`src/design/assert_macros.svh`:
```
// Assertion macros shared by the Intel HEX encoder modules.
// Depends on nothing; the using module provides clk and rst_n.
`ifndef ASSERT_MACROS_SVH
`define ASSERT_MACROS_SVH

// Check a property on a given clock, disabled while reset is low
`define IHX_ASSERT_CLK(lbl, ck, rn, prop, msg) \
    lbl: assert property (@(posedge ck) disable iff (!rn) (prop)) else $error(msg);

// Check a property on the module's own clk and rst_n
`define IHX_ASSERT(lbl, prop, msg) \
    `IHX_ASSERT_CLK(lbl, clk, rst_n, prop, msg)

`endif

```
`src/design/ihex_pkg.sv`:
```
// Shared types, character codes and helpers for the Intel HEX encoder.
// Used by ihex_front, ihex_cmd_fifo, ihex_back and the top level.
package ihex_pkg;

    // Character codes
    localparam logic [6:0] CH_COLON = 7'h3A;
    localparam logic [6:0] CH_NL    = 7'h0A;

    // Record type and fixed field bytes
    localparam logic [7:0] REC_DATA = 8'h00;
    localparam logic [7:0] REC_EOF  = 8'h01;
    localparam logic [7:0] REC_EXT  = 8'h04;
    localparam logic [7:0] EXT_LEN  = 8'h02;
    localparam logic [7:0] EOF_CK   = 8'hFF;
    localparam logic [7:0] ZERO_B   = 8'h00;

    // Configuration register indexes
    localparam int CFG_IDX_W = 2;
    localparam logic [CFG_IDX_W-1:0] CFG_LINE_LEN     = 2'd0;
    localparam logic [CFG_IDX_W-1:0] CFG_LOAD_ADDR    = 2'd1;
    localparam logic [CFG_IDX_W-1:0] CFG_TOTAL_LENGTH = 2'd2;
    localparam logic [CFG_IDX_W-1:0] CFG_USE_EXTENDED = 2'd3;

    // Record pieces walked by the back end, in emission order
    typedef enum logic [2:0] {
        PH_EXT,
        PH_HDR,
        PH_DATA,
        PH_CKS,
        PH_EOF
    } phase_t;

    // One classified input byte: everything the back end needs to print it
    typedef struct packed {
        logic        ext;     // extended linear address record first
        logic [15:0] up;      // upper address half for that record
        logic [7:0]  ext_ck;  // its checksum
        logic        hdr;     // data record header first
        logic [7:0]  len;     // record length
        logic [15:0] lo;      // record load offset
        logic [7:0]  data;    // the raw byte
        logic        cks;     // record closes after this byte
        logic [7:0]  sum_ck;  // closing checksum
        logic        eof;     // end-of-file record follows
    } ihex_cmd_t;

    // Uppercase ASCII hex digit of a nibble
    function automatic logic [6:0] hex_ascii(input logic [3:0] v);
        logic [6:0] r;
        if (v < 4'd10)
            r = 7'h30 + {3'd0, v};
        else
            r = 7'h41 + {3'd0, v - 4'd10};
        return r;
    endfunction

endpackage

```
`src/design/ihex_front.sv`:
```
// Front end of the Intel HEX encoder: configuration registers, image and
// record bookkeeping, classification of each byte. Depends on ihex_pkg.
`include "assert_macros.svh"

module ihex_front (
    input  logic                           clk,
    input  logic                           rst_n,
    input  logic                           cfg_valid,
    output logic                           cfg_ready,
    input  logic [ihex_pkg::CFG_IDX_W-1:0] cfg_index,
    input  logic [31:0]                    cfg_data,
    input  logic                           push,
    input  logic [7:0]                     data_byte,
    input  logic                           q_full,
    output logic                           cmd_push,
    output ihex_pkg::ihex_cmd_t            cmd
);

    localparam logic [7:0] EXT_SUM = ihex_pkg::EXT_LEN + ihex_pkg::REC_EXT;

    // Configuration registers
    logic [7:0]  bpl_reg;
    logic [31:0] start_addr_reg;
    logic [31:0] total_len_reg;
    logic        use_ext_reg;

    // Image state
    logic [31:0] next_addr_reg, next_addr_next;
    logic [31:0] bytes_left_reg, bytes_left_next;
    logic [7:0]  rec_left_reg, rec_left_next;
    logic [7:0]  run_sum_reg, run_sum_next;
    logic [15:0] upper_reg, upper_next;
    logic        upper_valid_reg, upper_valid_next;

    logic        img_start;
    logic [31:0] addr;
    logic [31:0] left;
    logic [7:0]  rec_left;
    logic        uv;
    logic        rec_start;
    logic [15:0] up;
    logic [15:0] lo;
    logic        ext;
    logic [7:0]  bpl_eff;
    logic [7:0]  len_a;
    logic [16:0] to_bound;
    logic [7:0]  len;
    logic [7:0]  sum_base;
    logic [7:0]  sum_new;
    logic [7:0]  rl_after;
    logic [31:0] left_after;

    assign cfg_ready = 1'b1;
    assign cmd_push  = push && !q_full;

    // Write configuration registers
    always_ff @(posedge clk or negedge rst_n)
    begin
        if (!rst_n)
        begin
            bpl_reg        <= 8'd16;
            start_addr_reg <= 32'd0;
            total_len_reg  <= 32'd1;
            use_ext_reg    <= 1'b1;
        end
        else if (cfg_valid && cfg_ready)
        begin
            case (cfg_index)
                ihex_pkg::CFG_LINE_LEN:     bpl_reg        <= cfg_data[7:0];
                ihex_pkg::CFG_LOAD_ADDR:    start_addr_reg <= cfg_data;
                ihex_pkg::CFG_TOTAL_LENGTH: total_len_reg  <= cfg_data;
                ihex_pkg::CFG_USE_EXTENDED: use_ext_reg    <= cfg_data[0];
                default: ;
            endcase
        end
    end

    // Load image state at image start, pick record length at record start
    always_comb
    begin
        img_start = (bytes_left_reg == 32'd0);
        addr      = img_start ? start_addr_reg : next_addr_reg;
        if (img_start)
            left = (total_len_reg == 32'd0) ? 32'd1 : total_len_reg;
        else
            left = bytes_left_reg;
        rec_left  = img_start ? 8'd0 : rec_left_reg;
        uv        = img_start ? 1'b0 : upper_valid_reg;
        rec_start = (rec_left == 8'd0);
        up        = addr[31:16];
        lo        = addr[15:0];
        ext       = rec_start && use_ext_reg && (!uv || (upper_reg != up));

        bpl_eff  = (bpl_reg == 8'd0) ? 8'd1 : bpl_reg;
        len_a    = (left < {24'd0, bpl_eff}) ? left[7:0] : bpl_eff;
        to_bound = 17'h10000 - {1'b0, lo};
        len      = ({9'd0, len_a} > to_bound) ? to_bound[7:0] : len_a;

        sum_base   = rec_start ? (len + lo[15:8] + lo[7:0]) : run_sum_reg;
        sum_new    = sum_base + data_byte;
        rl_after   = (rec_start ? len : rec_left) - 8'd1;
        left_after = left - 32'd1;

        cmd.ext    = ext;
        cmd.up     = up;
        cmd.ext_ck = 8'd0 - (EXT_SUM + up[15:8] + up[7:0]);
        cmd.hdr    = rec_start;
        cmd.len    = len;
        cmd.lo     = lo;
        cmd.data   = data_byte;
        cmd.cks    = (rl_after == 8'd0);
        cmd.sum_ck = 8'd0 - sum_new;
        cmd.eof    = (left_after == 32'd0);

        next_addr_next   = next_addr_reg;
        bytes_left_next  = bytes_left_reg;
        rec_left_next    = rec_left_reg;
        run_sum_next     = run_sum_reg;
        upper_next       = upper_reg;
        upper_valid_next = upper_valid_reg;
        if (cmd_push)
        begin
            next_addr_next   = addr + 32'd1;
            bytes_left_next  = left_after;
            rec_left_next    = cmd.eof ? 8'd0 : rl_after;
            run_sum_next     = sum_new;
            upper_next       = ext ? up : upper_reg;
            upper_valid_next = ext ? 1'b1 : uv;
        end
    end

    // Advance image state
    always_ff @(posedge clk or negedge rst_n)
    begin
        if (!rst_n)
        begin
            next_addr_reg   <= 32'd0;
            bytes_left_reg  <= 32'd0;
            rec_left_reg    <= 8'd0;
            run_sum_reg     <= 8'd0;
            upper_reg       <= 16'd0;
            upper_valid_reg <= 1'b0;
        end
        else
        begin
            next_addr_reg   <= next_addr_next;
            bytes_left_reg  <= bytes_left_next;
            rec_left_reg    <= rec_left_next;
            run_sum_reg     <= run_sum_next;
            upper_reg       <= upper_next;
            upper_valid_reg <= upper_valid_next;
        end
    end

    `IHX_ASSERT(a_ext_has_hdr, cmd_push && cmd.ext |-> cmd.hdr, "extended record without header")
    `IHX_ASSERT(a_len_range, cmd_push && cmd.hdr |-> (cmd.len != 8'd0) && (cmd.len <= bpl_eff), "record length out of range")
    `IHX_ASSERT(a_eof_idle, cmd_push && cmd.eof |=> (bytes_left_reg == 32'd0) && (rec_left_reg == 8'd0), "image not closed after end of file")

endmodule

```
`src/design/ihex_cmd_fifo.sv`:
```
// Short queue of classified bytes between front and back end.
// Depends on ihex_pkg for the entry type.
module ihex_cmd_fifo #(
    parameter int DEPTH = 2
) (
    input  logic                clk,
    input  logic                rst_n,
    input  logic                wr_en,
    input  ihex_pkg::ihex_cmd_t wr_data,
    output logic                full,
    input  logic                rd_en,
    output logic                rd_valid,
    output ihex_pkg::ihex_cmd_t rd_data
);

    localparam int PW = (DEPTH > 1) ? $clog2(DEPTH) : 1;
    localparam int CW = $clog2(DEPTH + 1);
    localparam logic [PW-1:0] LAST_PTR = PW'(DEPTH - 1);

    ihex_pkg::ihex_cmd_t mem_reg [DEPTH];
    logic [PW-1:0] wr_ptr_reg, wr_ptr_next;
    logic [PW-1:0] rd_ptr_reg, rd_ptr_next;
    logic [CW-1:0] count_reg, count_next;

    assign full     = (count_reg == CW'(DEPTH));
    assign rd_valid = (count_reg != '0);
    assign rd_data  = mem_reg[rd_ptr_reg];

    // Step pointers with wrap and track fill level
    always_comb
    begin
        wr_ptr_next = wr_ptr_reg;
        rd_ptr_next = rd_ptr_reg;
        count_next  = count_reg;
        if (wr_en)
            wr_ptr_next = (wr_ptr_reg == LAST_PTR) ? '0 : wr_ptr_reg + 1'b1;
        if (rd_en)
            rd_ptr_next = (rd_ptr_reg == LAST_PTR) ? '0 : rd_ptr_reg + 1'b1;
        if (wr_en && !rd_en)
            count_next = count_reg + 1'b1;
        else if (!wr_en && rd_en)
            count_next = count_reg - 1'b1;
    end

    always_ff @(posedge clk or negedge rst_n)
    begin
        if (!rst_n)
        begin
            wr_ptr_reg <= '0;
            rd_ptr_reg <= '0;
            count_reg  <= '0;
        end
        else
        begin
            wr_ptr_reg <= wr_ptr_next;
            rd_ptr_reg <= rd_ptr_next;
            count_reg  <= count_next;
        end
    end

    // Store entries
    always_ff @(posedge clk)
    begin
        if (wr_en)
            mem_reg[wr_ptr_reg] <= wr_data;
    end

endmodule

```
`src/design/ihex_back.sv`:
```
// Back end of the Intel HEX encoder: walks each queued byte's record pieces
// one character per cycle, while not stalled by pop, into the output register. Depends on ihex_pkg.
`include "assert_macros.svh"

module ihex_back (
    input  logic                clk,
    input  logic                rst_n,
    input  logic                cmd_valid,
    input  ihex_pkg::ihex_cmd_t cmd,
    output logic                cmd_pop,
    output logic                empty,
    input  logic                pop,
    output logic [6:0]          ascii_char,
    output logic                last_of_run,
    output logic                file_done
);

    localparam logic [3:0] EXT_LAST  = 4'd15;
    localparam logic [3:0] HDR_LAST  = 4'd8;
    localparam logic [3:0] DATA_LAST = 4'd1;
    localparam logic [3:0] CKS_LAST  = 4'd2;
    localparam logic [3:0] EOF_LAST  = 4'd11;

    ihex_pkg::phase_t phase_reg, phase_next;
    logic [3:0]       idx_reg, idx_next;
    logic             started_reg, started_next;
    logic             out_valid_reg, out_valid_next;
    logic [6:0]       char_reg;
    logic             last_reg;
    logic             done_reg;

    ihex_pkg::phase_t ph;
    logic [3:0]       idx;
    logic [3:0]       k;
    logic [3:0]       last_idx;
    logic             out_load;
    logic             at_last;
    logic [7:0]       sel_byte;
    logic             is_colon;
    logic             is_nl;
    logic [6:0]       ch;
    logic             ch_last;
    logic             ch_done;

    assign empty       = !out_valid_reg;
    assign ascii_char  = char_reg;
    assign last_of_run = last_reg;
    assign file_done   = done_reg;

    // Pick the character at the current piece and position
    always_comb
    begin
        if (started_reg)
            ph = phase_reg;
        else if (cmd.ext)
            ph = ihex_pkg::PH_EXT;
        else if (cmd.hdr)
            ph = ihex_pkg::PH_HDR;
        else
            ph = ihex_pkg::PH_DATA;
        idx = started_reg ? idx_reg : 4'd0;
        k   = idx - 4'd1;

        is_colon = 1'b0;
        is_nl    = 1'b0;
        sel_byte = ihex_pkg::ZERO_B;
        last_idx = DATA_LAST;
        unique case (ph)
            ihex_pkg::PH_EXT:
            begin
                last_idx = EXT_LAST;
                is_colon = (idx == 4'd0);
                is_nl    = (idx == EXT_LAST);
                case (k[3:1])
                    3'd0:    sel_byte = ihex_pkg::EXT_LEN;
                    3'd3:    sel_byte = ihex_pkg::REC_EXT;
                    3'd4:    sel_byte = cmd.up[15:8];
                    3'd5:    sel_byte = cmd.up[7:0];
                    3'd6:    sel_byte = cmd.ext_ck;
                    default: sel_byte = ihex_pkg::ZERO_B;
                endcase
            end
            ihex_pkg::PH_HDR:
            begin
                last_idx = HDR_LAST;
                is_colon = (idx == 4'd0);
                case (k[2:1])
                    2'd0:    sel_byte = cmd.len;
                    2'd1:    sel_byte = cmd.lo[15:8];
                    2'd2:    sel_byte = cmd.lo[7:0];
                    default: sel_byte = ihex_pkg::REC_DATA;
                endcase
            end
            ihex_pkg::PH_DATA:
            begin
                last_idx = DATA_LAST;
                sel_byte = cmd.data;
            end
            ihex_pkg::PH_CKS:
            begin
                last_idx = CKS_LAST;
                is_nl    = (idx == CKS_LAST);
                sel_byte = cmd.sum_ck;
            end
            ihex_pkg::PH_EOF:
            begin
                last_idx = EOF_LAST;
                is_colon = (idx == 4'd0);
                is_nl    = (idx == EOF_LAST);
                case (k[3:1])
                    3'd3:    sel_byte = ihex_pkg::REC_EOF;
                    3'd4:    sel_byte = ihex_pkg::EOF_CK;
                    default: sel_byte = ihex_pkg::ZERO_B;
                endcase
            end
            default: ;
        endcase

        // Digits after a colon start at odd positions, else at even ones
        if (is_colon)
            ch = ihex_pkg::CH_COLON;
        else if (is_nl)
            ch = ihex_pkg::CH_NL;
        else if ((ph == ihex_pkg::PH_DATA) || (ph == ihex_pkg::PH_CKS))
            ch = ihex_pkg::hex_ascii(idx[0] ? sel_byte[3:0] : sel_byte[7:4]);
        else
            ch = ihex_pkg::hex_ascii(k[0] ? sel_byte[3:0] : sel_byte[7:4]);

        at_last = (idx == last_idx);
        ch_done = (ph == ihex_pkg::PH_EOF) && at_last;
        ch_last = at_last &&
                  (ch_done || ((ph == ihex_pkg::PH_CKS) && !cmd.eof) ||
                   ((ph == ihex_pkg::PH_DATA) && !cmd.cks && !cmd.eof));
    end

    // Advance through the pieces when the output register can take a beat
    always_comb
    begin
        out_load       = cmd_valid && (!out_valid_reg || pop);
        cmd_pop        = out_load && ch_last;
        out_valid_next = out_load || (out_valid_reg && !pop);
        phase_next     = phase_reg;
        idx_next       = idx_reg;
        started_next   = started_reg;
        if (out_load)
        begin
            if (ch_last)
            begin
                started_next = 1'b0;
                idx_next     = 4'd0;
            end
            else if (at_last)
            begin
                started_next = 1'b1;
                idx_next     = 4'd0;
                unique case (ph)
                    ihex_pkg::PH_EXT:  phase_next = ihex_pkg::PH_HDR;
                    ihex_pkg::PH_HDR:  phase_next = ihex_pkg::PH_DATA;
                    ihex_pkg::PH_DATA:
                        phase_next = cmd.cks ? ihex_pkg::PH_CKS : ihex_pkg::PH_EOF;
                    default:           phase_next = ihex_pkg::PH_EOF;
                endcase
            end
            else
            begin
                started_next = 1'b1;
                phase_next   = ph;
                idx_next     = idx + 4'd1;
            end
        end
    end

    always_ff @(posedge clk or negedge rst_n)
    begin
        if (!rst_n)
        begin
            phase_reg     <= ihex_pkg::PH_DATA;
            idx_reg       <= 4'd0;
            started_reg   <= 1'b0;
            out_valid_reg <= 1'b0;
        end
        else
        begin
            phase_reg     <= phase_next;
            idx_reg       <= idx_next;
            started_reg   <= started_next;
            out_valid_reg <= out_valid_next;
        end
    end

    // Hold the output beat
    always_ff @(posedge clk)
    begin
        if (out_load)
        begin
            char_reg <= ch;
            last_reg <= ch_last;
            done_reg <= ch_done;
        end
    end

    `IHX_ASSERT(a_done_is_nl, out_valid_reg && done_reg |-> (char_reg == ihex_pkg::CH_NL) && last_reg, "file done not on closing newline")
    `IHX_ASSERT(a_started_has_cmd, started_reg |-> cmd_valid, "mid-record with no queued byte")
    `IHX_ASSERT(a_pop_on_last, cmd_pop |=> out_valid_reg && last_reg, "queued byte dropped before its last beat")

endmodule

```
`src/design/intel_hex_record_encoder.sv`:
```
// Intel HEX record encoder: one binary byte in, hex text out a beat per char.
// An accepted byte goes into the command queue, then its first character into
// the output register. One output character per cycle while pop keeps up and
// bytes wait: two hex digits per data byte, plus record and file framing.
// Reset: asynchronous, active low; registers take 16, 0, 1, 1, block is idle.
module intel_hex_record_encoder #(
    parameter int CMD_DEPTH = 2
) (
    input  logic                           clk,
    input  logic                           rst_n,
    input  logic                           cfg_valid,
    output logic                           cfg_ready,
    input  logic [ihex_pkg::CFG_IDX_W-1:0] cfg_index,
    input  logic [31:0]                    cfg_data,
    input  logic                           push,
    output logic                           full,
    input  logic [7:0]                     data_byte,
    output logic                           empty,
    input  logic                           pop,
    output logic [6:0]                     ascii_char,
    output logic                           last_of_run,
    output logic                           file_done
);

    ihex_pkg::ihex_cmd_t wr_cmd;
    ihex_pkg::ihex_cmd_t rd_cmd;
    logic                cmd_push;
    logic                cmd_pop;
    logic                cmd_valid;

    // Classify bytes
    ihex_front u_front (
        .clk       (clk),
        .rst_n     (rst_n),
        .cfg_valid (cfg_valid),
        .cfg_ready (cfg_ready),
        .cfg_index (cfg_index),
        .cfg_data  (cfg_data),
        .push      (push),
        .data_byte (data_byte),
        .q_full    (full),
        .cmd_push  (cmd_push),
        .cmd       (wr_cmd)
    );

    // Decouple front and back
    ihex_cmd_fifo #(
        .DEPTH (CMD_DEPTH)
    ) u_fifo (
        .clk      (clk),
        .rst_n    (rst_n),
        .wr_en    (cmd_push),
        .wr_data  (wr_cmd),
        .full     (full),
        .rd_en    (cmd_pop),
        .rd_valid (cmd_valid),
        .rd_data  (rd_cmd)
    );

    // Print characters
    ihex_back u_back (
        .clk         (clk),
        .rst_n       (rst_n),
        .cmd_valid   (cmd_valid),
        .cmd         (rd_cmd),
        .cmd_pop     (cmd_pop),
        .empty       (empty),
        .pop         (pop),
        .ascii_char  (ascii_char),
        .last_of_run (last_of_run),
        .file_done   (file_done)
    );

endmodule
```
`config.mk`:
```
export PLATFORM = sky130hd
export DESIGN_NAME = intel_hex_record_encoder
export DESIGN_NICKNAME = d
export VERILOG_FILES = /design/src/design/ihex_pkg.sv /design/src/design/ihex_front.sv /design/src/design/ihex_cmd_fifo.sv /design/src/design/ihex_back.sv /design/src/design/intel_hex_record_encoder.sv
export VERILOG_INCLUDE_DIRS = /design/src /design/src/design
export SDC_FILE = /design/constraint.sdc
export NUM_CORES = 1
export LEC_CHECK = 0
export BUFFER_PORTS_ARGS = -buffer_cell sky130_fd_sc_hd__buf_4
export CORE_AREA = 2 2 191 193
export DETAILED_ROUTE_END_ITERATION = 12
export DIE_AREA = 0 0 193 195
export GPL_ROUTABILITY_DRIVEN = 0
export GPL_TIMING_DRIVEN = 0
export PLACE_DENSITY_LB_ADDON = 0.3
export SLEW_MARGIN = 20
export SYNTH_ARGS = -nofsm -noshare
export SYNTH_HDL_FRONTEND = slang
export SYNTH_SLANG_ARGS = --single-unit
```
`constraint.sdc`:
```
create_clock -name clk -period 13.5 [get_ports clk]
set_input_delay 1.35 -clock clk [delete_from_list [all_inputs] [get_ports clk]]
set_output_delay 1.35 -clock clk [all_outputs]
set_load 0.05 [all_outputs]
```
==> results of run 1 <==
==> through the flow <==
step / power, W / std cells / worst slack (ps)
after global routing: 0.005697 / 2485 / 239.2
after floorplan: 0.003532 / 1893 / 4093
after detailed placement: 0.004281 / 2416 / 1271
after CTS: 0.005331 / 2485 / 1203
after global placement: 0.004158 / 2411 / 1336
final: 0.005375 / 2485 / 694.8
==> worst min-delay path, stage by stage, from the launching register on <==
cell and delay [ps]:
dfrtp_1 340, nand2_1 50, nand2_1 60
==> cell usage in the layout (no fill, tap or decap), types with 14 or more instances in the layout <==
master	synthesis	routed
and3_1	16	15
a21oi_1	76	76
nor4_1	25	25
edfxtp_1	145	145
dfrtp_1	179	179
a21o_1	15	15
nor3_1	54	54
or3_1	18	18
or4_1	14	14
o31ai_1	14	14
nand4_1	17	17
nand2_1	219	219
clkbuf_1	72	76
a211oi_1	17	17
nand3_1	54	54
clkbuf_16	0	39
nor2_1	103	102
a31oi_1	21	21
ha_1	56	56
xnor2_1	85	85
xor2_1	28	28
mux2_2	75	75
inv_1	109	109
buf_4	3	59
mux4_2	24	24
mux2i_1	80	80
o21ai_0	147	147
==> cell families after synthesis <==
logic type               Yosys count  synth area share, %
adder cells (fa/ha/maj)           66                4.671
multiplexers                     182                11.55
AND/OR/NAND/NOR                  590                14.79
AO/OA/AOI/OAI                    403                13.22
buffers and inverters            210                4.263
XOR/XNOR                         113                5.132
other                              1              0.01945
flip-flops                       328                46.35
==> area by class of cell <==
cell class	count	area (sq um)	area share, %
plain buffers	98	401.6	1.853
clock buffers	45	1018	4.699
clock inverters	24	217.7	1.004
inverters	112	420.4	1.940
multi-input cells	1355	9537	44.00
flip-flops and latches	328	8939	41.24
well taps	461	576.8	2.661
repair buffers	62	565.5	2.609
==> layer usage <==
metal | routed length, um | part of all wire, %
met1 | 21930 | 39
met4 | 3319 | 5.9
met2 | 26200 | 46
met5 | 0 | 0
met3 | 5031 | 8.9
==> synthesized netlist by cell type, types with 12 or more instances <==
cell type,instances,area share (%)
mux4_2,24,2.8
o31ai_1,14,0.54
xnor2_1,85,3.9
and3_1,16,0.52
ha_1,56,3.6
nand3_1,54,1.4
nand4_1,17,0.55
a211oi_1,17,0.66
a21oi_1,76,2.0
mux2_2,75,4.4
nand2_1,219,4.3
a31oi_1,21,0.68
xor2_1,28,1.3
dfrtp_1,179,23
clkbuf_1,72,1.4
nor2_1,103,2.0
mux2i_1,80,4.2
or3_1,18,0.58
or4_1,14,0.54
and2_1,12,0.39
nor3_1,54,1.4
nor4_1,25,0.81
inv_1,109,2.1
a21o_1,15,0.58
o21ai_0,147,3.8
edfxtp_1,145,23
nand2b_1,12,0.39
==> final timing paths <==
kind	end	from	cells past startpoint	slack [ps]
hold reg to reg	u_front.run_sum_reg[3]	u_front.run_sum_reg[3]	2	480
hold / removal	u_front.run_sum_reg[3]	u_front.run_sum_reg[3]	2	480
min in group asynchronous	u_back.idx_reg[2]	rst_n	1	580
setup / recovery	u_fifo.mem_reg[0][8]	u_front.bytes_left_reg[9]	36	690
setup reg to reg	u_fifo.mem_reg[0][8]	u_front.bytes_left_reg[9]	36	690
max in group asynchronous	u_front.bytes_left_reg[6]	rst_n	3	11730
==> power by group <==
part | internal [W] | switching, W
Clock | 0.000587 | 0.000439
Sequential | 0.00146 | 0.000215
Combinational | 0.00102 | 0.00165
Total | 0.00307 | 0.00231
==> impl_metrics.env, run 1 <==
export IMPL_io_buffers=57
export IMPL_maxCapViolCount=0
export IMPL_slowest_stage="nor4_2"
export IMPL_crit_top_cell="ha_1"
export IMPL_synth_edff_count=145
export IMPL_wl_per_cell_um=22.73
export IMPL_crit_required_ps=13850
export IMPL_drive_above_1_share_pct=13.74
export IMPL_numCtsBuffers=38
export IMPL_synth_nets=2006
export IMPL_ys_flop_type="dfrtp_1"
export IMPL_wl_um=56480
export IMPL_grt_first_pass_wirelength_um=88060
export IMPL_grtUsageMet3_pct=5.086
export IMPL_leakagePower_nw=8.737
export IMPL_nFillCells=2884
export IMPL_clockBufferDepth=3
export IMPL_synth_seq_cells=328
export IMPL_grtUsageTotal_pct=30.28
export IMPL_first_global_vias=15520
export IMPL_synth_warnings=0
export IMPL_die_h_um=195
export IMPL_die_area_sq_mm=0.03764
export IMPL_crit_type="register to register"
export IMPL_drt_iter0_drc=1905
export IMPL_cts_sinks=328
export IMPL_ant_nets=0
export IMPL_synth_cell_types=83
export IMPL_clk_pin_slew_ps=60
export IMPL_busiest_layer="met2"
export IMPL_async_flop_share_pct=55.79
export IMPL_cts_setup_buffers=0
export IMPL_worst_pin_slew_ps=1204
export IMPL_finalCritPeriodShare_pct=94.85
export IMPL_netlist_area_sq_mm=0.01928
export IMPL_grt_use_met2_pct=48.68
export IMPL_clock_latency_ps=550
export IMPL_crit_buf_inv=9
export IMPL_utilization_pct=61.24
export IMPL_setup_viol=0
export IMPL_dr_total_vias=15900
export IMPL_placed_cell_area_sq_mm=0.02044
export IMPL_grt_max_degree=93
export IMPL_ys_seq_area_share_pct=46.35
export IMPL_drv_slew=0
export IMPL_dp_hpwl_um=41120
export IMPL_path_delay_family="simple AND/OR/NAND/NOR gates"
export IMPL_nNetsFinal=2108
export IMPL_postSynthAreaPerCell_sq_um=10.19
export IMPL_power_density_mw_per_mm2=248.0
export IMPL_antenna_cells=0
export IMPL_postCtsHoldBufs=0
export IMPL_use_met1_pct=39.44
export IMPL_start_util_pct=54.48
export IMPL_antenna_found_initial=0
export IMPL_synth_cells=1893
export IMPL_clockRootBuffer="clkbuf_16"
export IMPL_critPathCaptureType="register"
export IMPL_start_kind="register"
export IMPL_whs_ps=477.5
export IMPL_row_count=69
export IMPL_hold_path_class="register to register"
export IMPL_cp_arrival_ps=13150
export IMPL_coreArea_sq_mm=0.03540
export IMPL_largest_reg_flops=136
export IMPL_grt_overflow_total=0
export IMPL_remaining_drc_errors=0
export IMPL_htreeDepth=2
export IMPL_cts_tree="yes"
export IMPL_skew_ps=18.35
export IMPL_fmax_mhz=78.09
export IMPL_die_x_um=193
export IMPL_cts_resized=0
export IMPL_critPathMaxFanout=10
export IMPL_finalHoldViolCount=0
export IMPL_slowest_delay_ps=810
export IMPL_design_area_sq_mm=0.02168
export IMPL_vias_per_cell=6.399
export IMPL_rsz0062_at_grt="no"
export IMPL_fin_tns_setup_ps=0
export IMPL_status="completed"
export IMPL_finalCriticalPeriod_ps=12810
export IMPL_slew_headroom_pct=19.74
export IMPL_first_pass_iters=6
export IMPL_io_pins=59
export IMPL_vdd_drop_max_uv=201.9
export IMPL_area_delta_synth_final_pct=12.40
No activity file was read; power rests on OpenSTA's default activity.
==> inputs of run 2 (changes only) <==
GPL_TIMING_DRIVEN = unset   (was 0)
HOLD_SLACK_MARGIN = 0.1   (was unset)
==> run 2 against run 1 <==
- clock power is essentially flat
- critical path type unchanged
- setup slack better by 2600 ps
- global-route usage decreased by 3.7 points
==> impl_metrics.env, run 2 (synthesis gave the netlist of run 1 again) <==
export IMPL_status="completed"
export IMPL_fin_tns_setup_ps=0
export IMPL_area_delta_synth_final_pct=10.89
export IMPL_first_global_vias=14750
export IMPL_cts_sinks=328
export IMPL_row_count=69
export IMPL_wl_per_cell_um=20.49
export IMPL_crit_type="register to register"
export IMPL_numCtsBuffers=37
export IMPL_wl_um=49160
export IMPL_nFillCells=2894
export IMPL_critPathCaptureType="register"
export IMPL_cts_setup_buffers=0
export IMPL_drv_slew=0
export IMPL_setup_viol=0
export IMPL_maxCapViolCount=0
export IMPL_antenna_cells=0
export IMPL_clockBufferDepth=3
export IMPL_fmax_mhz=98.31
export IMPL_io_pins=59
export IMPL_rr_worst_depth=36
export IMPL_power_frac_comb_pct=47.9
export IMPL_p_sw_share_pct=41.29
export IMPL_slew_headroom_pct=29.55
export IMPL_vias_per_cell=6.231
export IMPL_sequentialPowerShare_pct=32.5
export IMPL_grt_overflow_total=0
export IMPL_first_pass_iters=5
export IMPL_cts_resized=0
export IMPL_cp_arrival_ps=10430
export IMPL_die_h_um=195
export IMPL_vdd_drop_max_uv=276.9
export IMPL_rsz0062_at_grt="no"
export IMPL_skew_ps=14.98
export IMPL_multiInputGateArea_sq_mm=0.009590
export IMPL_die_area_sq_mm=0.03764
export IMPL_switchingPower_w=0.002185
export IMPL_stdcell_count=2399
export IMPL_leakagePower_nw=8.632
export IMPL_layout_cells_most_common_list="nand2_1 (218), dfrtp_1 (178), o21ai_0 (147)"
export IMPL_pwr_share_clk_pct=19.6
export IMPL_crit_required_ps=13760
export IMPL_power_density_mw_per_mm2=247.4
export IMPL_internal_power_w=0.003106
export IMPL_grt_max_degree=124
export IMPL_largest_reg_flops=136
export IMPL_grtUsageTotal_pct=26.54
export IMPL_postCtsHoldBufs=0
export IMPL_drive_above_1_share_pct=14.09
export IMPL_slowest_delay_ps=910
export IMPL_grt_first_pass_wirelength_um=78950
export IMPL_io_buffers=57
export IMPL_finalCriticalPeriod_ps=10170
export IMPL_clock_latency_ps=530
export IMPL_remaining_drc_errors=0
export IMPL_slowest_stage="nor4_1"
export IMPL_nNetsFinal=2025
export IMPL_dpl_cell_count=2334
export IMPL_htreeDepth=2
export IMPL_drt_iter0_drc=1542
export IMPL_final_common_cell="nand2_1"
export IMPL_start_util_pct=54.48
export IMPL_whs_ps=481.2
export IMPL_finalCritPeriodShare_pct=75.35
export IMPL_ff_latch_area_sq_mm=0.008940
export IMPL_start_kind="register"
export IMPL_dp_hpwl_um=34820
export IMPL_clockRootBuffer="clkbuf_16"
export IMPL_cts_tree="yes"
export IMPL_coreArea_sq_mm=0.03540
export IMPL_dr_total_vias=14950
export IMPL_finalHoldViolCount=0
export IMPL_antenna_found_initial=0
export IMPL_hold_path_class="register to register"
export IMPL_die_x_um=193
export IMPL_critPathMaxFanout=123
export IMPL_crit_top_cell="ha_1"
export IMPL_worst_pin_slew_ps=1047
export IMPL_p_total_w=0.005291
export IMPL_ant_nets=0
export IMPL_hold_depth=2
export IMPL_clk_pin_slew_ps=60
## run 2: metal layers
| layer | wire length, um | GRT usage (%) | vias to the layer above |
|---|---|---|---|
| li1 | - | - | 6936 |
| met5 | 0 | 0 | - |
| met2 | 23730 | 44.15 | 618 |
| met3 | 3249 | 3.343 | 141 |
| met4 | 2191 | 10.97 | 0 |
| met1 | 19990 | 35.14 | 7253 |
## run 2: final cells by class
type	instances	share of cell area, %
Clock inverter	11	0.8718
Clock buffer	54	4.968
Sequential cell	328	41.81
Multi-Input combinational cell	1355	44.85
Tap cell	461	2.697
Inverter	112	1.966
Timing Repair Buffer	78	2.844
## run 2: worst paths after layout
kind | start | end | slack, ps
max in group asynchronous | rst_n | u_front.bytes_left_reg[2] | 11260
setup / recovery | u_front.bytes_left_reg[18] | u_fifo.mem_reg[1][8] | 3330
hold reg to reg | u_front.next_addr_reg[24] | u_front.next_addr_reg[24] | 480
min in group asynchronous | rst_n | u_back.idx_reg[2] | 820
setup reg to reg | u_front.bytes_left_reg[18] | u_fifo.mem_reg[1][8] | 3330
hold / removal | u_front.next_addr_reg[24] | u_front.next_addr_reg[24] | 480
## run 2: power by group through the flow
stage / Sequential [W] / Clock, W / Combinational (W)
2_1_floorplan: 0.00165 / 0 / 0.00188
3_3_place_gp: 0.00171 / 0 / 0.00239
3_5_place_dp: 0.00173 / 0 / 0.00248
4_1_cts: 0.00171 / 0.00105 / 0.00251
5_1_grt: 0.00176 / 0.00109 / 0.00280
6_report: 0.00172 / 0.00104 / 0.00253
## run 2: metrics by stage
step | utilization [%] | area (sq um) | worst slack (ps)
after floorplan | - | 19280 | 4093
after global placement | 56.85 | 20120 | 4040
after detailed placement | 56.85 | 20120 | 3673
after CTS | 60.38 | 21370 | 3651
after global routing | 60.41 | 21380 | 2471
final | 60.41 | 21380 | 3328
## run 2: critical path, delay by kind of cell, from the launching register on
kind	cells	cell delay, ps
fa+ha+maj	6	2060
xor+xnor	4	650
compound gates	10	1720
buf+inv	2	590
flops	1	410
simple gates	12	3580
mux	2	850
==> inputs of run 3 (changes only) <==
clock period = 9.2 ns   (was 13.5 ns; I/O delays follow)
==> run 3 against run 2 <==
- cell area grew 1.4%
- sequential power rose by 47%
- count of clock-buffer cells in the layout is 4 lower
- cell count is 1.1% higher
- wire length grew 0.72%
- clock skew is 0.80 ps higher
- worst hold slack worse by 140 ps
- die area stayed put
- register-to-register slack got worse by 3100 ps
- critical path depth is 1 higher
- combinational power increased by 49%
- largest cell class unchanged
- highest routed layer unchanged
==> impl_metrics.env, run 3 (synthesis gave the netlist of run 1 again) <==
export IMPL_status="completed"
export IMPL_crit_type="register to register"
export IMPL_finalCriticalPeriod_ps=8992
export IMPL_clockRootBuffer="clkbuf_16"
export IMPL_crit_top_cell="ha_1"
export IMPL_ant_nets=0
export IMPL_first_global_vias=14610
export IMPL_die_h_um=195
export IMPL_dp_hpwl_um=34880
export IMPL_maxCapViolCount=0
export IMPL_drive_above_1_share_pct=16.59
export IMPL_die_area_sq_mm=0.03764
export IMPL_remaining_drc_errors=0
export IMPL_sequentialPowerShare_pct=32.5
export IMPL_p_sw_share_pct=41.72
export IMPL_wl_um=49520
export IMPL_crit_required_ps=9480
export IMPL_dr_total_vias=15040
export IMPL_antenna_found_initial=0
export IMPL_cp_arrival_ps=9270
export IMPL_setup_viol=0
export IMPL_grt_max_degree=101
export IMPL_design_area_sq_mm=0.02168
export IMPL_hold_path_class="input port to asynchronous set/reset pin"
export IMPL_layout_cells_most_common_list="nand2_1 (218), dfrtp_1 (178), o21ai_0 (145), edfxtp_1 (145), inv_1 (108)"
export IMPL_critPathCaptureType="register"
export IMPL_start_util_pct=54.48
export IMPL_power_frac_comb_pct=48.3
export IMPL_utilization_pct=61.25
export IMPL_postCtsHoldBufs=0
export IMPL_grt_first_pass_wirelength_um=78170
export IMPL_finalHoldViolCount=0
export IMPL_cts_sinks=328
export IMPL_drt_iter0_drc=1388
export IMPL_grt_use_met2_pct=43.38
export IMPL_vdd_drop_max_uv=235.0
export IMPL_numCtsBuffers=37
export IMPL_first_pass_iters=5
export IMPL_clockBufferDepth=3
export IMPL_rrSetupSlack_ps=210
export IMPL_final_common_cell="nand2_1"
export IMPL_nNetsFinal=2050
export IMPL_cts_tree="yes"
export IMPL_placed_cell_area_sq_mm=0.02018
export IMPL_leakagePower_nw=8.762
export IMPL_row_count=69
export IMPL_use_met1_pct=34.78
export IMPL_worst_pin_slew_ps=979.8
export IMPL_io_pins=59
export IMPL_slew_headroom_pct=33.99
export IMPL_largest_reg_flops=136
export IMPL_clk_pin_slew_ps=60
export IMPL_io_buffers=57
export IMPL_area_delta_synth_final_pct=12.43
export IMPL_vias_per_cell=6.200
export IMPL_skew_ps=15.78
export IMPL_reg2reg_to="u_fifo.mem_reg[0][8]"
export IMPL_switchingPower_w=0.003250
export IMPL_slowest_delay_ps=540
export IMPL_grtUsageMet3_pct=3.415
export IMPL_busiest_layer="met2"
export IMPL_slowest_stage="or4_4"
export IMPL_grtUsageTotal_pct=26.27
export IMPL_rr_worst_depth=37
export IMPL_finalCritPeriodShare_pct=97.74
export IMPL_coreArea_sq_mm=0.03540
export IMPL_die_x_um=193
export IMPL_htreeDepth=2
export IMPL_internal_power_w=0.004540
export IMPL_fmax_mhz=111.2
export IMPL_power_density_mw_per_mm2=359.3
export IMPL_clock_latency_ps=540
export IMPL_wl_per_cell_um=20.41
export IMPL_grt_overflow_total=0
export IMPL_r2r_start="u_front.bytes_left_reg[27]"
export IMPL_antenna_cells=0
export IMPL_critPathMaxFanout=7
export IMPL_start_kind="register"
export IMPL_drv_slew=0
export IMPL_pwr_share_clk_pct=19.2
run 3: changes by cell type in the layout (fill, tap and decap cells not counted), moves of 3 or more:
cell / previous run / this run
clkinvlp_4: 0 / 4
mux2i_4: 0 / 3
clkbuf_1: 12 / 8
clkinv_2: 3 / 6
mux2i_1: 80 / 77
buf_4: 75 / 99
a21oi_2: 0 / 6
clkinv_4: 0 / 3
a21oi_1: 76 / 70
run 3: worst max-delay path, delay by kind of cell (launching register included):
kind / cells / cell delay (ps)
xor gates and xnor gates: 4 / 630
DFF: 1 / 460
muxes: 2 / 660
and+or+nand+nor: 9 / 2170
AOI/OAI and AO/OA: 13 / 2310
buffers and inverters: 3 / 460
adders and majority gates: 6 / 2030
run 3: power by group through the flow:
stage / clock network [W] / registers, W / logic, W
after CTS: 0.00152 / 0.00252 / 0.00367
after floorplan: 0 / 0.00243 / 0.00276
final: 0.00149 / 0.00253 / 0.00376
after global routing: 0.00158 / 0.00258 / 0.00415
after global placement: 0 / 0.00252 / 0.00351
after detailed placement: 0 / 0.00254 / 0.00364
run 3: worst max-delay path by stage:
stage | start | to | slack (ps) | cells past startpoint
global route | u_front.bytes_left_reg[29] | u_fifo.mem_reg[1][8] | -180 | 38
global placement | u_front.bytes_left_reg[29] | u_fifo.mem_reg[0][8] | 480 | 37
CTS | u_front.bytes_left_reg[29] | u_fifo.mem_reg[0][8] | 190 | 37
detailed placement | u_front.bytes_left_reg[29] | u_fifo.mem_reg[1][8] | 230 | 36
finish | u_front.bytes_left_reg[27] | u_fifo.mem_reg[0][8] | 210 | 37
floorplan | u_front.bytes_left_reg[29] | u_fifo.mem_reg[0][8] | 40 | 35
run 3: through the flow:
stage | hold WS (ps) | setup WS (ps) | power, W | std cells | setup TNS [ps]
global route | 379.7 | -183.6 | 0.008307 | 2426 | -492.2
detailed placement | 469.8 | 226.6 | 0.006184 | 2342 | 0
global placement | 461.9 | 476.9 | 0.006026 | 2342 | 0
CTS | 367.2 | 187.1 | 0.007709 | 2409 | 0
floorplan | 445.7 | 35.00 | 0.005184 | 1893 | 0
finish | 344.4 | 208.0 | 0.007790 | 2426 | 0
run 3: what timing repair did:
item,CTS,global route
resized for setup,0,27
setup endpoints to repair,0,11
buffers inserted,0,17
endpoints found under the hold margin,0,0
run 3: cell type report:
type | instances | area (sq um)
Fill cell | 2885 | 13710
Inverter | 112 | 420.4
Clock inverter | 17 | 192.7
Multi-Input combinational cell | 1355 | 9709
Timing Repair Buffer | 103 | 795.8
Tap cell | 461 | 576.8
Clock buffer | 50 | 1047
Sequential cell | 328 | 8940
run 3: metal layers:
layer | part of all wire, % | up-vias
met5 | 0 | -
met4 | 4.6 | 0
met3 | 5.8 | 161
met1 | 41 | 7314
met2 | 48 | 591
li1 | - | 6974
